==> src/design/dual_pulse_sound_generator_assert.svh <==
// assertion macros for the pulse sound generator
`ifndef DUAL_PULSE_SOUND_GENERATOR_ASSERT_SVH
`define DUAL_PULSE_SOUND_GENERATOR_ASSERT_SVH
// implication checked every clock outside reset
`define DPSG_ASSERT_IMP(label, clk, rst, a, b) \
  label: assert property (@(posedge clk) disable iff (rst) (a) |-> (b)) \
    else $error("assertion failed");
// next-cycle implication checked outside reset
`define DPSG_ASSERT_NXT(label, clk, rst, a, b) \
  label: assert property (@(posedge clk) disable iff (rst) (a) |=> (b)) \
    else $error("assertion failed");
`endif

==> src/design/dpsg_pkg.sv <==
// shared types, constants and a length table for the pulse sound generator
package dpsg_pkg;
  localparam int CHANNELS_DEF = 2;
  localparam logic [15:0] FRAME_PERIOD_RST = 16'd7458;
  localparam logic [4:0] CLOCK_DIV_RST = 5'd1;
  localparam int QUEUE_DEPTH = 2;

  typedef enum logic [1:0] {
    OP_TICK  = 2'd0,
    OP_WRITE = 2'd1,
    OP_READ  = 2'd2,
    OP_SNOOP = 2'd3
  } op_t;

  localparam logic [4:0] ADDR_PCM_CTRL = 5'd16;
  localparam logic [4:0] ADDR_PCM_DATA = 5'd17;
  localparam logic [4:0] ADDR_STATUS   = 5'd21;

  localparam logic CFG_FRAME_PERIOD = 1'b0;
  localparam logic CFG_CLOCK_DIV    = 1'b1;

  // classified command from front to back
  typedef struct packed {
    op_t        op;
    logic [4:0] address;
    logic [7:0] data;
    logic [1:0] ch;
    logic [1:0] reg_sel;
    logic       ch_hit;
  } cmd_t;

  function automatic logic [7:0] len_lookup(input logic [4:0] idx);
    logic [7:0] r;
    case (idx)
      5'd0: r = 8'h0A;  5'd1: r = 8'hFE;  5'd2: r = 8'h14;  5'd3: r = 8'h02;
      5'd4: r = 8'h28;  5'd5: r = 8'h04;  5'd6: r = 8'h50;  5'd7: r = 8'h06;
      5'd8: r = 8'hA0;  5'd9: r = 8'h08;  5'd10: r = 8'h3C; 5'd11: r = 8'h0A;
      5'd12: r = 8'h0E; 5'd13: r = 8'h0C; 5'd14: r = 8'h1A; 5'd15: r = 8'h0E;
      5'd16: r = 8'h0C; 5'd17: r = 8'h10; 5'd18: r = 8'h18; 5'd19: r = 8'h12;
      5'd20: r = 8'h30; 5'd21: r = 8'h14; 5'd22: r = 8'h60; 5'd23: r = 8'h16;
      5'd24: r = 8'hC0; 5'd25: r = 8'h18; 5'd26: r = 8'h48; 5'd27: r = 8'h1A;
      5'd28: r = 8'h10; 5'd29: r = 8'h1C; 5'd30: r = 8'h20; default: r = 8'h1E;
    endcase
    return r;
  endfunction
endpackage

==> src/design/dpsg_front.sv <==
// front end: accepts words, classifies them and queues commands
module dpsg_front #(
  parameter int CHANNELS = dpsg_pkg::CHANNELS_DEF
) (
  input  logic                clk,
  input  logic                rst,
  input  logic                in_valid,
  output logic                in_stall,
  input  logic [1:0]          operation,
  input  logic [4:0]          address,
  input  logic [7:0]          data,
  output logic                cmd_valid,
  input  logic                cmd_take,
  output dpsg_pkg::cmd_t      cmd
);
  localparam int D = dpsg_pkg::QUEUE_DEPTH;
  dpsg_pkg::cmd_t q [D];
  logic       wp, rp;
  logic [1:0] count;
  dpsg_pkg::cmd_t incoming;
  logic push, pop;

  always_comb begin
    incoming.op      = dpsg_pkg::op_t'(operation);
    incoming.address = address;
    incoming.data    = data;
    incoming.ch      = address[3:2];
    incoming.reg_sel = address[1:0];
    incoming.ch_hit  = !address[4] && (32'(address[3:2]) < CHANNELS);
  end

  assign in_stall  = (count == 2'(D));
  assign push      = in_valid && !in_stall;
  assign cmd_valid = (count != 2'd0);
  assign pop       = cmd_valid && cmd_take;
  assign cmd       = q[rp];

  always_ff @(posedge clk) begin
    if (push) q[wp] <= incoming;
  end

  always_ff @(posedge clk) begin
    if (rst) begin
      wp <= 1'b0;
      rp <= 1'b0;
      count <= 2'd0;
    end else begin
      if (push) wp <= ~wp;
      if (pop) rp <= ~rp;
      count <= count + 2'(push) - 2'(pop);
    end
  end

  `include "dual_pulse_sound_generator_assert.svh"
  `DPSG_ASSERT_IMP(a_count_bound, clk, rst, 1'b1, count <= 2'(D))
  `DPSG_ASSERT_NXT(a_push_only, clk, rst, push && !pop, count == $past(count) + 2'd1)
  `DPSG_ASSERT_NXT(a_pop_only, clk, rst, pop && !push, count == $past(count) - 2'd1)
endmodule

==> src/design/dpsg_back.sv <==
// back end: channel state, frame divider, pcm and result register
module dpsg_back #(
  parameter int CHANNELS = dpsg_pkg::CHANNELS_DEF
) (
  input  logic               clk,
  input  logic               rst,
  input  logic               cmd_valid,
  output logic               cmd_take,
  input  dpsg_pkg::cmd_t     cmd,
  input  logic [15:0]        frame_period,
  input  logic [4:0]         clock_divider,
  output logic               out_valid,
  input  logic               out_stall,
  output logic [7:0]         read_data,
  output logic [3:0]         pulse_a_level,
  output logic [3:0]         pulse_b_level,
  output logic [7:0]         pcm_level,
  output logic               irq
);
  localparam logic [19:0] FRAME_RST = 20'(dpsg_pkg::FRAME_PERIOD_RST);

  logic [7:0]  length_count [CHANNELS];
  logic [3:0]  env_period   [CHANNELS];
  logic [4:0]  env_delay    [CHANNELS];
  logic [3:0]  env_level    [CHANNELS];
  logic [10:0] tone_period  [CHANNELS];
  logic [1:0]  duty_mode    [CHANNELS];
  logic [2:0]  seq_phase    [CHANNELS];
  logic        f_en [CHANNELS], f_halt [CHANNELS], f_start [CHANNELS], f_const [CHANNELS];
  logic [19:0] timer_left   [CHANNELS];
  logic [19:0] tone_reload  [CHANNELS];
  logic [19:0] frame_left, frame_reload;
  logic [7:0]  pcm_value;
  logic        pcm_snoop_mode, pcm_irq_en, pcm_fired;
  logic [4:0]  div_eff;
  logic        go, frame_fire;
  logic [3:0]  lvl [CHANNELS];
  logic [7:0]  status;
  logic [7:0]  read_next;

  assign cmd_take = !out_valid || !out_stall;
  assign go = cmd_valid && cmd_take;
  assign frame_fire = (frame_left <= 20'd1);

  always_comb begin
    if (clock_divider == 5'd0) div_eff = 5'd1;
    else if (clock_divider > 5'd16) div_eff = 5'd16;
    else div_eff = clock_divider;
  end

  // reload values from the current period and divider
  assign frame_reload = 20'(frame_period) * 20'(div_eff);

  always_comb begin
    status = 8'd0;
    for (int c = 0; c < CHANNELS; c++) begin
      status[c] = (length_count[c] != 8'd0);
      lvl[c] = 4'd0;
      if (length_count[c] != 8'd0 && tone_period[c] >= 11'd8) begin
        logic on;
        case (duty_mode[c])
          2'd0: on = (seq_phase[c] < 3'd1);
          2'd1: on = (seq_phase[c] < 3'd2);
          2'd2: on = (seq_phase[c] < 3'd4);
          default: on = (seq_phase[c] >= 3'd2);
        endcase
        if (on) lvl[c] = f_const[c] ? env_period[c] : env_level[c];
      end
    end
  end

  always_comb begin
    read_next = 8'd0;
    if (cmd.op == dpsg_pkg::OP_READ) begin
      if (cmd.address == dpsg_pkg::ADDR_PCM_CTRL) read_next = {pcm_fired, 7'd0};
      else if (cmd.address == dpsg_pkg::ADDR_STATUS) read_next = status;
    end
  end

  for (genvar g = 0; g < CHANNELS; g++) begin : g_ch
    assign tone_reload[g] = (20'(tone_period[g]) + 20'd1) * 20'(div_eff) * 20'd2;

    always_ff @(posedge clk) begin
      if (rst) begin
        length_count[g] <= 8'd0;
        env_period[g] <= 4'd1;
        env_delay[g] <= 5'd1;
        env_level[g] <= 4'd0;
        tone_period[g] <= 11'd0;
        duty_mode[g] <= 2'd0;
        seq_phase[g] <= 3'd0;
        f_en[g] <= 1'b0; f_halt[g] <= 1'b0; f_start[g] <= 1'b0; f_const[g] <= 1'b0;
        timer_left[g] <= 20'd0;
      end else if (go) begin
        case (cmd.op)
          dpsg_pkg::OP_TICK: begin
            if (frame_fire) begin
              if (length_count[g] != 8'd0 && !f_halt[g])
                length_count[g] <= length_count[g] - 8'd1;
              if (f_start[g]) begin
                f_start[g] <= 1'b0;
                env_delay[g] <= {1'b0, env_period[g]} + 5'd1;
                env_level[g] <= 4'd15;
              end else if (env_delay[g] == 5'd1) begin
                env_delay[g] <= {1'b0, env_period[g]} + 5'd1;
                if (env_level[g] != 4'd0) env_level[g] <= env_level[g] - 4'd1;
                else if (f_halt[g]) env_level[g] <= 4'd15;
              end else begin
                env_delay[g] <= env_delay[g] - 5'd1;
              end
            end
            if (timer_left[g] <= 20'd1) begin
              seq_phase[g] <= seq_phase[g] + 3'd1;
              timer_left[g] <= tone_reload[g];
            end else begin
              timer_left[g] <= timer_left[g] - 20'd1;
            end
          end
          dpsg_pkg::OP_WRITE: begin
            if (cmd.ch_hit && 2'(g) == cmd.ch) begin
              case (cmd.reg_sel)
                2'd0: begin
                  duty_mode[g] <= cmd.data[7:6];
                  f_halt[g] <= cmd.data[5];
                  f_const[g] <= cmd.data[4];
                  env_period[g] <= cmd.data[3:0];
                end
                2'd2: tone_period[g][7:0] <= cmd.data;
                2'd3: begin
                  tone_period[g][10:8] <= cmd.data[2:0];
                  f_start[g] <= 1'b1;
                  seq_phase[g] <= 3'd7;
                  if (f_en[g]) length_count[g] <= dpsg_pkg::len_lookup(cmd.data[7:3]);
                end
                default: ;
              endcase
            end else if (cmd.address == dpsg_pkg::ADDR_STATUS) begin
              f_en[g] <= cmd.data[g];
              if (!cmd.data[g]) length_count[g] <= 8'd0;
            end
          end
          default: ;
        endcase
      end
    end
  end

  always_ff @(posedge clk) begin
    if (rst) begin
      frame_left <= FRAME_RST;
      pcm_value <= 8'd0;
      pcm_snoop_mode <= 1'b0;
      pcm_irq_en <= 1'b0;
      pcm_fired <= 1'b0;
      out_valid <= 1'b0;
    end else begin
      out_valid <= go || (out_valid && out_stall);
      if (go) begin
        read_data <= read_next;
        case (cmd.op)
          dpsg_pkg::OP_TICK:
            frame_left <= frame_fire ? frame_reload : frame_left - 20'd1;
          dpsg_pkg::OP_WRITE: begin
            if (cmd.address == dpsg_pkg::ADDR_PCM_CTRL) begin
              pcm_snoop_mode <= cmd.data[0];
              pcm_irq_en <= cmd.data[7];
            end else if (cmd.address == dpsg_pkg::ADDR_PCM_DATA) begin
              if (!pcm_snoop_mode && cmd.data != 8'd0) pcm_value <= cmd.data;
            end
          end
          dpsg_pkg::OP_READ: begin
            if (cmd.address == dpsg_pkg::ADDR_PCM_CTRL) pcm_fired <= 1'b0;
          end
          default: begin
            if (pcm_snoop_mode) begin
              if (cmd.data != 8'd0) pcm_value <= cmd.data;
              else if (pcm_irq_en) pcm_fired <= 1'b1;
            end
          end
        endcase
      end
    end
  end

  // levels follow the state, which changes only when a word is taken
  assign pulse_a_level = lvl[0];
  assign pcm_level = pcm_value;
  assign irq = pcm_fired;
  if (CHANNELS > 1) begin : g_b
    assign pulse_b_level = lvl[CHANNELS > 1 ? 1 : 0];
  end else begin : g_nb
    assign pulse_b_level = 4'd0;
  end

  `include "dual_pulse_sound_generator_assert.svh"
  `DPSG_ASSERT_NXT(a_go_valid, clk, rst, go, out_valid)
  `DPSG_ASSERT_NXT(a_hold, clk, rst, out_valid && out_stall, out_valid && $stable(read_data))
  `DPSG_ASSERT_IMP(a_take, clk, rst, out_valid && out_stall, !cmd_take)
endmodule

==> src/design/dual_pulse_sound_generator.sv <==
// top level of the two-channel pulse sound generator
//
//  channel | handshake            | payload
//  --------+----------------------+---------------------------------------------
//  in      | in_valid / in_stall  | operation, address, data
//  out     | out_valid / out_stall| read_data, pulse_a_level, pulse_b_level,
//          |                      | pcm_level, irq
//  cfg     | cfg_write            | cfg_index, cfg_data
//
// one word per clock unless the output stalls; path: queue, then back end
// the back end's result register is the only pacing point: it takes a command
// from the two-entry queue whenever its result is taken or empty
// timer and frame reload values are small products formed from current state
// reset is synchronous: channel state, frame divider and pcm state cleared
// a stall on the output fills the queue, then stalls the input
module dual_pulse_sound_generator #(
  parameter int CHANNELS = dpsg_pkg::CHANNELS_DEF
) (
  input  logic        clk,
  input  logic        rst,
  input  logic        in_valid,
  output logic        in_stall,
  input  logic [1:0]  operation,
  input  logic [4:0]  address,
  input  logic [7:0]  data,
  output logic        out_valid,
  input  logic        out_stall,
  output logic [7:0]  read_data,
  output logic [3:0]  pulse_a_level,
  output logic [3:0]  pulse_b_level,
  output logic [7:0]  pcm_level,
  output logic        irq,
  input  logic        cfg_write,
  input  logic [0:0]  cfg_index,
  input  logic [15:0] cfg_data
);
  logic [15:0] frame_period;
  logic [4:0]  clock_divider;
  logic        cmd_valid, cmd_take;
  dpsg_pkg::cmd_t cmd;

  // configuration registers
  always_ff @(posedge clk) begin
    if (rst) begin
      frame_period <= dpsg_pkg::FRAME_PERIOD_RST;
      clock_divider <= dpsg_pkg::CLOCK_DIV_RST;
    end else if (cfg_write) begin
      case (cfg_index)
        dpsg_pkg::CFG_FRAME_PERIOD: frame_period <= cfg_data;
        default: clock_divider <= cfg_data[4:0];
      endcase
    end
  end

  dpsg_front #(.CHANNELS(CHANNELS)) u_front (
    .clk, .rst, .in_valid, .in_stall, .operation, .address, .data,
    .cmd_valid, .cmd_take, .cmd
  );

  dpsg_back #(.CHANNELS(CHANNELS)) u_back (
    .clk, .rst, .cmd_valid, .cmd_take, .cmd, .frame_period, .clock_divider,
    .out_valid, .out_stall, .read_data, .pulse_a_level, .pulse_b_level,
    .pcm_level, .irq
  );
endmodule

==> config.mk <==
export PLATFORM = sky130hd
export DESIGN_NAME = dual_pulse_sound_generator
export DESIGN_NICKNAME = d
export VERILOG_FILES = /design/src/design/dpsg_pkg.sv /design/src/design/dpsg_front.sv /design/src/design/dpsg_back.sv /design/src/design/dual_pulse_sound_generator.sv
export VERILOG_INCLUDE_DIRS = /design/src /design/src/design
export SDC_FILE = /design/constraint.sdc
export NUM_CORES = 1
export LEC_CHECK = 0
export BUFFER_PORTS_ARGS = -buffer_cell sky130_fd_sc_hd__buf_2
export CORE_UTILIZATION = 58
export DETAILED_ROUTE_END_ITERATION = 10
export PLACE_DENSITY = 0.78
export SLEW_MARGIN = 25
export SYNTH_ARGS = -nofsm -noshare
export SYNTH_HDL_FRONTEND = slang
export SYNTH_SLANG_ARGS = --single-unit
export TNS_END_PERCENT = 20
==> constraint.sdc <==
create_clock -name clk -period 5.5 [get_ports clk]
set_clock_uncertainty 0.2 [all_clocks]
set_input_delay 0.825 -clock clk [delete_from_list [all_inputs] [get_ports clk]]
set_output_delay 0.825 -clock clk [all_outputs]
set_load 0.005 [all_outputs]
==> impl_metrics.xml, run 1 <==
<?xml version="1.0" encoding="UTF-8"?>
<metrics>
  <group name="setup_path">
    <metric name="crit_path_end_kind" unit="">flop</metric>
    <metric name="reg2reg_from" unit="">u_back.tone_period[1][4]</metric>
    <metric name="startpoint" unit="">u_back.tone_period[1][4]</metric>
    <metric name="critical_path_peak_fanout" unit="">5</metric>
    <metric name="path_cells" unit="">and3_1 -&gt; and3_1 -&gt; and3_1 -&gt; xnor2_2 -&gt; buf_4 -&gt; nor2_1 -&gt; fa_1 -&gt; fa_1 -&gt; inv_1 -&gt; fa_1 -&gt; inv_1 -&gt; ha_1 -&gt; and3_2 -&gt; a221oi_4 -&gt; nand2_2 -&gt; a2111oi_2 -&gt; o21bai_1 -&gt; xnor2_1 -&gt; o22ai_1</metric>
    <metric name="cp_data_arrival_time" unit="ns">5.45</metric>
    <metric name="critical_path.slowest_cell" unit="">sky130_fd_sc_hd__fa_1</metric>
    <metric name="path_class" unit="">flop to flop</metric>
    <metric name="cpPeakStageDelay" unit="ns">0.54</metric>
    <metric name="worstPathRequired" unit="ns">5.58</metric>
    <metric name="cp-start-kind" unit="">flop</metric>
  </group>
  <group name="global_routing">
    <metric name="grt_antenna_before_repair" unit="">1</metric>
    <metric name="gr-usage-met1" unit="">0.341</metric>
    <metric name="grt_first_pass_wirelength" unit="um">66500</metric>
    <metric name="grt_pass1_vias" unit="">14000</metric>
    <metric name="gr-total-overflow" unit="">0</metric>
    <metric name="top_usage_layer" unit="">met2</metric>
    <metric name="met3_demand_to_capacity_share_in_global_routing" unit="">0.0400</metric>
    <metric name="maximum_number_of_pins_on_one_net_before_global_route_repair" unit="">37</metric>
    <metric name="globalRouteTotalUtil" unit="">0.262</metric>
    <metric name="use_met2" unit="">0.444</metric>
  </group>
  <group name="outcome">
    <metric name="outcome" unit="">finished clean</metric>
  </group>
  <group name="floorplanning">
    <metric name="floorplan.rows" unit="">63</metric>
    <metric name="die_width" unit="um">176</metric>
    <metric name="floorplan.io_pins" unit="">64</metric>
    <metric name="chipHeight" unit="um">176</metric>
    <metric name="initial_core_util" unit="">0.590</metric>
    <metric name="fp.dieArea" unit="um^2">30900</metric>
    <metric name="core_area" unit="um^2">29700</metric>
  </group>
  <group name="final_layout">
    <metric name="num_antenna_cells" unit="">0</metric>
    <metric name="design_area" unit="um^2">19300</metric>
    <metric name="flow.area_growth_from_synthesis" unit="%">10.1</metric>
    <metric name="seq_area" unit="um^2">5880</metric>
    <metric name="multiInputGateArea" unit="um^2">10700</metric>
    <metric name="finalNetCount" unit="">2249</metric>
    <metric name="drive_gt1_frac" unit="">0.0977</metric>
    <metric name="num-fill-cells" unit="">2375</metric>
  </group>
  <group name="clocking">
    <metric name="htree_num_levels" unit="">1</metric>
    <metric name="clock_latency" unit="ns">0.55</metric>
    <metric name="cts.path.max_buffers" unit="">3</metric>
    <metric name="clk_pin_slew" unit="ns">0.06</metric>
    <metric name="clock_sinks" unit="">215</metric>
    <metric name="clock_tree_from_tritoncts" unit="">done</metric>
    <metric name="post_cts_hold_buffer_count" unit="">0</metric>
    <metric name="cts-buffers-inserted" unit="">25</metric>
    <metric name="clockRootBuffer" unit="">sky130_fd_sc_hd__clkbuf_16</metric>
  </group>
  <group name="yosys">
    <metric name="proportion_of_synthesized_flip_flops_having_asynchronous_set_or_reset" unit="">0</metric>
    <metric name="synthesized_cell_area" unit="um^2">17500</metric>
    <metric name="dominantRegCellSynth" unit="">sky130_fd_sc_hd__edfxtp_1</metric>
    <metric name="synth_seq_cells" unit="">215</metric>
    <metric name="synth.lib_cells_used.distinct" unit="">81</metric>
    <metric name="synth_seq_area_share" unit="">0.335</metric>
    <metric name="synth-edff-count" unit="">157</metric>
    <metric name="yosysWarningCount" unit="">0</metric>
    <metric name="average_cell_area_after_synthesis" unit="um^2">9.03</metric>
    <metric name="synthCells" unit="">1941</metric>
  </group>
  <group name="place">
    <metric name="gp_congestion" unit="">0.912</metric>
    <metric name="buffer_ports.inserted" unit="">58</metric>
    <metric name="dpl-instance-area" unit="um^2">18300</metric>
    <metric name="detailed_place_hpwl" unit="um">30000</metric>
  </group>
  <group name="pwr">
    <metric name="power_density" unit="nW/um^2">267</metric>
    <metric name="static-leakage-power" unit="nW">8.30</metric>
    <metric name="ir_worst_vdd" unit="V">0.000328</metric>
    <metric name="total_power_consumption_of_the_routed_design" unit="mW">5.15</metric>
  </group>
  <group name="routing">
    <metric name="drt_iter0_drc" unit="">1073</metric>
    <metric name="final_antenna_net_count" unit="">0</metric>
    <metric name="wire_per_inst" unit="um">16.5</metric>
    <metric name="dr.pass1.iters" unit="">5</metric>
    <metric name="remaining_drc_errors" unit="">0</metric>
    <metric name="via_total_after_detailed_routing" unit="">14100</metric>
    <metric name="wire_length_after_detailed_routing" unit="um">39600</metric>
    <metric name="routed_via_density" unit="">5.85</metric>
  </group>
  <group name="timing">
    <metric name="final-max-slew-violation-count" unit="">0</metric>
    <metric name="timing.final.crit_period" unit="ns">5.37</metric>
    <metric name="hold-worst-slack" unit="ns">0.263</metric>
    <metric name="worst-slew-pin-transition" unit="ns">1.04</metric>
    <metric name="final_count_of_negative_setup_slack_endpoints" unit="">0</metric>
    <metric name="final_min_period_over_clock_period" unit="">0.976</metric>
    <metric name="max_slew_margin" unit="">0.288</metric>
    <metric name="grt_setup_unrepaired" unit="">yes</metric>
    <metric name="fmax" unit="MHz">186</metric>
    <metric name="hold_fails_final_rpt" unit="">0</metric>
    <metric name="fin_tns_setup" unit="ns">0</metric>
  </group>
  <group name="min_path">
    <metric name="timing.hold.worst.start" unit="">data[1]</metric>
    <metric name="hold_path_class" unit="">primary input to flop</metric>
  </group>
  <group name="run">
    <metric name="cap_viol_max_count" unit="">0</metric>
  </group>
</metrics>
==> layer usage <==
metal	routed length [um]	vias up
li1	-	6768
met1	17100	6772
met2	19000	422
met3	2420	100
met4	1100	2
met5	13	-
==> placed cells by master (no fill, tap or decap), drive strengths merged, types with 10 or more instances in the layout <==
cell / Yosys / layout
or3: 24 / 24
edfxtp: 157 / 157
nor4: 18 / 18
nand2: 192 / 192
nor2b: 23 / 23
a21oi: 100 / 100
fa: 101 / 101
xor2: 52 / 52
o22ai: 22 / 22
a31oi: 16 / 16
ha: 114 / 114
nand2b: 19 / 19
dfxtp: 58 / 58
nand3: 58 / 58
clkbuf: 51 / 27
nor3: 55 / 55
xnor2: 66 / 66
and2: 74 / 74
mux2i: 25 / 25
a211oi: 43 / 43
clkinv: 1 / 10
o21ai: 66 / 66
inv: 195 / 198
a21o: 13 / 13
buf: 22 / 98
and3: 15 / 15
nor2: 244 / 244
==> kinds of logic after synthesis <==
kind of cell / after synthesis / share of synthesized area
multiplexers: 35 / 0.0216
buffers and inverters: 269 / 0.0606
adder cells (fa/ha/maj): 215 / 0.197
XOR/XNOR: 118 / 0.0590
AND/OR/NAND/NOR: 759 / 0.207
other: 1 / 0.000214
AO/OA/AOI/OAI: 329 / 0.119
flip-flops: 215 / 0.335
==> power by group <==
group	internal (mW)	switching (mW)	leakage (nW)
logic	0.494	0.842	5.82
clock network	1.05	0.722	0.425
registers	1.90	0.139	2.05
==> critical path: cells and delay by family (launching register included) <==
kind | cells | cell delay [ns]
buf+inv | 3 | 0.23
flops | 1 | 0.40
compound gates | 4 | 0.92
simple gates | 6 | 1.14
xor+xnor | 2 | 0.31
fa+ha+maj | 4 | 1.89
==> through the flow <==
| stage | utilization | worst slack, ns | std cells |
|---|---|---|---|
| floorplan | - | 0.319 | 1945 |
| global placement | 0.614 | 0.131 | 2355 |
| detailed placement | 0.615 | -0.0519 | 2355 |
| CTS | 0.645 | -0.0212 | 2401 |
| global route | 0.649 | -0.0653 | 2406 |
| finish | 0.649 | 0.133 | 2406 |
==> Yosys cell counts, drive strengths merged, types with 25 or more instances <==
cell / count / area (um^2)
inv: 195 / 732
xor2: 52 / 455
ha: 114 / 1430
mux2i: 25 / 254
o21ai: 66 / 330
nand2: 192 / 721
a21oi: 100 / 500
and2: 74 / 463
fa: 101 / 2020
edfxtp: 157 / 4710
dfxtp: 58 / 1160
clkbuf: 51 / 191
a211oi: 43 / 335
nand3: 58 / 290
nor3: 55 / 297
xnor2: 66 / 578
nor2: 244 / 916
==> path summary, 6_finish.rpt <==
| kind | endpoint | slack (ns) | cells after the start |
|---|---|---|---|
| hold reg to reg | clock_divider[0] | 0.28 | 2 |
| hold / removal | u_front.q[1][6] | 0.26 | 1 |
| setup / recovery | u_back.timer_left[1][16] | 0.13 | 19 |
| setup reg to reg | u_back.timer_left[1][16] | 0.13 | 19 |
==> registers in the layout (all words and copies together) (netlist names), 3 cells and up, named ones only <==
register and count:
clock_divider 5, frame_period 16, u_back.duty_mode 4, u_back.env_delay 10, u_back.env_level 8, u_back.env_period 8
u_back.frame_left 20, u_back.length_count 16, u_back.pcm_level 8, u_back.read_data 3, u_back.seq_phase 6, u_back.timer_left 40
u_back.tone_period 22, u_front.q 32
==> what timing repair did <==
action	CTS	global route
pin swaps	0	5
endpoints found under the setup margin	2	5
setup buffers	0	4
resized for setup	3	18
==> layout make-up <==
type,instances,share of cell area
Tap cell,390,0.0253
Sequential cell,215,0.305
Clock buffer,27,0.0333
Inverter,196,0.0381
Timing Repair Buffer,98,0.0310
Multi-Input combinational cell,1461,0.555
Clock inverter,19,0.0125
No activity file was read; power rests on OpenSTA's default activity.
==> run 2: changes to the inputs <==
--- a/config.mk
+++ b/config.mk
@@ -7,8 +7,10 @@
 export NUM_CORES = 1
 export LEC_CHECK = 0
 export BUFFER_PORTS_ARGS = -buffer_cell sky130_fd_sc_hd__buf_2
+export CORE_MARGIN = 2
 export CORE_UTILIZATION = 58
 export DETAILED_ROUTE_END_ITERATION = 10
+export MAX_ROUTING_LAYER = met4
 export PLACE_DENSITY = 0.78
 export SLEW_MARGIN = 25
 export SYNTH_ARGS = -nofsm -noshare
==> run 2 against run 1 <==
Net effect: global-route usage up 0.85 points; power up 0.31%; setup slack gained 0.036 ns; combinational power barely moved; final cell count shrank 0.21%; sequential share of layout area rose by 0.056 points; highest routed layer is now met4.
==> impl_metrics.xml, run 2 (same netlist as run 1, synthesis figures left out) <==
<?xml version="1.0" encoding="UTF-8"?>
<metrics>
  <group name="timing">
    <metric name="final-max-slew-violation-count" unit="">0</metric>
    <metric name="fmax" unit="MHz">188</metric>
    <metric name="final.setup.worst_slack" unit="ns">0.169</metric>
    <metric name="worst-slew-pin-transition" unit="ns">1.13</metric>
    <metric name="max_slew_margin" unit="">0.247</metric>
    <metric name="hold_fails_final_rpt" unit="">0</metric>
    <metric name="final_count_of_negative_setup_slack_endpoints" unit="">0</metric>
    <metric name="grt_setup_unrepaired" unit="">yes</metric>
    <metric name="timing.final.crit_period" unit="ns">5.33</metric>
    <metric name="final_min_period_over_clock_period" unit="">0.969</metric>
  </group>
  <group name="pwr">
    <metric name="static-leakage-power" unit="nW">8.27</metric>
    <metric name="power.share.switching" unit="">0.328</metric>
    <metric name="total_power_consumption_of_the_routed_design" unit="mW">5.17</metric>
    <metric name="ir_worst_vdd" unit="V">0.000321</metric>
    <metric name="power.combinational.fraction" unit="">0.261</metric>
    <metric name="internal_power" unit="mW">3.47</metric>
    <metric name="power.share.clock" unit="">0.345</metric>
    <metric name="p_seq_frac" unit="">0.394</metric>
    <metric name="power_density" unit="nW/um^2">268</metric>
    <metric name="power_switching" unit="mW">1.70</metric>
  </group>
  <group name="final_layout">
    <metric name="finalNetCount" unit="">2244</metric>
    <metric name="largest_registers" unit="">u_back.timer_left x40, u_front.q x32, u_back.tone_period x22</metric>
    <metric name="largest_register_ffs" unit="">40</metric>
    <metric name="num-fill-cells" unit="">2379</metric>
    <metric name="num_antenna_cells" unit="">0</metric>
    <metric name="mostFrequentLayoutCells" unit="">241 x sky130_fd_sc_hd__nor2_1, 195 x sky130_fd_sc_hd__inv_1, 192 x sky130_fd_sc_hd__nand2_1, 157 x sky130_fd_sc_hd__edfxtp_1, 113 x sky130_fd_sc_hd__ha_1</metric>
    <metric name="final_common_cell" unit="">sky130_fd_sc_hd__nor2_1</metric>
    <metric name="drive_gt1_frac" unit="">0.0940</metric>
    <metric name="final_core_utilization" unit="">0.648</metric>
    <metric name="flow.area_growth_from_synthesis" unit="%">9.89</metric>
    <metric name="max_flop_register" unit="">u_back.timer_left</metric>
    <metric name="design_area" unit="um^2">19300</metric>
  </group>
  <group name="routing">
    <metric name="wire_per_inst" unit="um">16.8</metric>
    <metric name="drt_iter0_drc" unit="">1037</metric>
    <metric name="final_antenna_net_count" unit="">0</metric>
    <metric name="via_total_after_detailed_routing" unit="">14100</metric>
    <metric name="routed_via_density" unit="">5.86</metric>
    <metric name="wire_length_after_detailed_routing" unit="um">40400</metric>
    <metric name="dr.pass1.iters" unit="">7</metric>
    <metric name="remaining_drc_errors" unit="">0</metric>
  </group>
  <group name="setup_path">
    <metric name="crit_path_end_kind" unit="">flop</metric>
    <metric name="critical_path.top_delay_family" unit="">adder cells</metric>
    <metric name="cpPeakStageDelay" unit="ns">0.55</metric>
    <metric name="cp_data_arrival_time" unit="ns">5.43</metric>
    <metric name="reg2reg_from" unit="">u_back.tone_period[1][4]</metric>
    <metric name="critPathBufInv" unit="">2</metric>
    <metric name="r2r-end" unit="">u_back.timer_left[1][16]</metric>
    <metric name="crit_top_cell" unit="">sky130_fd_sc_hd__fa_1</metric>
    <metric name="path_class" unit="">flop to flop</metric>
    <metric name="path_cells" unit="">and3_1 -&gt; and3_1 -&gt; and3_2 -&gt; xnor2_4 -&gt; nor2_2 -&gt; fa_1 -&gt; fa_1 -&gt; inv_1 -&gt; fa_1 -&gt; inv_1 -&gt; ha_1 -&gt; and3_2 -&gt; a221oi_2 -&gt; nand2_1 -&gt; a2111oi_2 -&gt; o21bai_1 -&gt; xnor2_1 -&gt; o22ai_1</metric>
    <metric name="critical_path_peak_fanout" unit="">4</metric>
    <metric name="cp-start-kind" unit="">flop</metric>
    <metric name="critical_path.slowest_cell" unit="">sky130_fd_sc_hd__fa_1</metric>
    <metric name="ff2ff_setup_slack" unit="ns">0.17</metric>
    <metric name="worstPathRequired" unit="ns">5.60</metric>
    <metric name="worstRegToRegCells" unit="">18</metric>
  </group>
  <group name="floorplanning">
    <metric name="initial_core_util" unit="">0.590</metric>
    <metric name="floorplan.rows" unit="">63</metric>
    <metric name="chipHeight" unit="um">178</metric>
    <metric name="floorplan.io_pins" unit="">64</metric>
    <metric name="fp.dieArea" unit="um^2">31600</metric>
    <metric name="core_area" unit="um^2">29700</metric>
    <metric name="die_width" unit="um">178</metric>
  </group>
  <group name="clocking">
    <metric name="cts.path.max_buffers" unit="">3</metric>
    <metric name="clockRootBuffer" unit="">sky130_fd_sc_hd__clkbuf_16</metric>
    <metric name="clock_sinks" unit="">215</metric>
    <metric name="post_cts_hold_buffer_count" unit="">0</metric>
    <metric name="clk_pin_slew" unit="ns">0.07</metric>
    <metric name="cts-buffers-inserted" unit="">25</metric>
    <metric name="clock_latency" unit="ns">0.56</metric>
    <metric name="htree_num_levels" unit="">1</metric>
    <metric name="clock_tree_from_tritoncts" unit="">done</metric>
  </group>
  <group name="global_routing">
    <metric name="maximum_number_of_pins_on_one_net_before_global_route_repair" unit="">37</metric>
    <metric name="gr-total-overflow" unit="">0</metric>
    <metric name="globalRouteTotalUtil" unit="">0.271</metric>
    <metric name="grt_first_pass_wirelength" unit="um">68200</metric>
    <metric name="grt_pass1_vias" unit="">14200</metric>
    <metric name="grt_antenna_before_repair" unit="">0</metric>
  </group>
  <group name="min_path">
    <metric name="min_delay_worst_endpoint" unit="">u_front.q[0][11]</metric>
    <metric name="worst_hold_path.num_cells" unit="">1</metric>
    <metric name="hold_path_class" unit="">primary input to flop</metric>
    <metric name="timing.hold.worst.start" unit="">data[6]</metric>
  </group>
  <group name="place">
    <metric name="gp_congestion" unit="">0.932</metric>
    <metric name="detailed_place_hpwl" unit="um">30200</metric>
    <metric name="pre_cts_ws" unit="ns">-0.117</metric>
    <metric name="buffer_ports.inserted" unit="">58</metric>
    <metric name="dpl-instance-area" unit="um^2">18200</metric>
  </group>
  <group name="outcome">
    <metric name="outcome" unit="">finished clean</metric>
  </group>
  <group name="run">
    <metric name="cap_viol_max_count" unit="">0</metric>
  </group>
</metrics>
==> run 2: what timing repair did <==
action | 4_1_cts | 5_1_grt
resized for setup | 4 | 20
buffers inserted | 0 | 2
pin swaps | 0 | 5
setup endpoints to repair | 1 | 5
==> run 2: worst max-delay path by stage <==
stage	start	end	slack [ns]	depth (start not counted)
6_report	u_back.tone_period[1][4]	u_back.timer_left[1][16]	0.17	18
5_1_grt	u_back.tone_period[1][4]	u_back.timer_left[1][16]	-0.11	18
4_1_cts	u_back.tone_period[1][4]	u_back.timer_left[1][16]	0.02	18
3_5_place_dp	u_back.tone_period[0][0]	u_back.timer_left[0][17]	-0.12	18
3_3_place_gp	u_back.tone_period[0][0]	u_back.timer_left[0][17]	0.12	18
2_1_floorplan	u_back.tone_period[1][3]	u_back.timer_left[1][18]	0.32	18
==> run 2: power groups by stage <==
stage / clock [mW] / sequential [mW] / combinational [mW]
after global placement: 0 / 2.06 / 1.27
after detailed placement: 0 / 2.06 / 1.32
after CTS: 1.80 / 2.03 / 1.33
final: 1.78 / 2.03 / 1.35
after floorplan: 0 / 2.02 / 0.986
after global routing: 1.87 / 2.05 / 1.50
==> run 2: stage by stage <==
stage	hold WS [ns]	setup TNS, ns	instances
after floorplan	0.241	0	1945
after global placement	0.264	0	2352
after detailed placement	0.275	-0.117	2352
after CTS	0.252	0	2398
after global routing	0.259	-0.141	2401
final	0.261	0	2401
==> run 2: final cells by class <==
| type | instances | area [um^2] | area share |
|---|---|---|---|
| Clock buffer | 28 | 637 | 0.0331 |
| Clock inverter | 18 | 234 | 0.0122 |
| Inverter | 196 | 736 | 0.0382 |
| Multi-Input combinational cell | 1461 | 10700 | 0.557 |
| Sequential cell | 215 | 5880 | 0.305 |
| Tap cell | 390 | 488 | 0.0253 |
| Timing Repair Buffer | 93 | 561 | 0.0291 |
==> run 2: metal layers <==
layer	GRT usage	part of all wire
met4	0.0803	0.029
met3	0.0306	0.061
met1	0.344	0.43
met2	0.457	0.48
met5	-	0
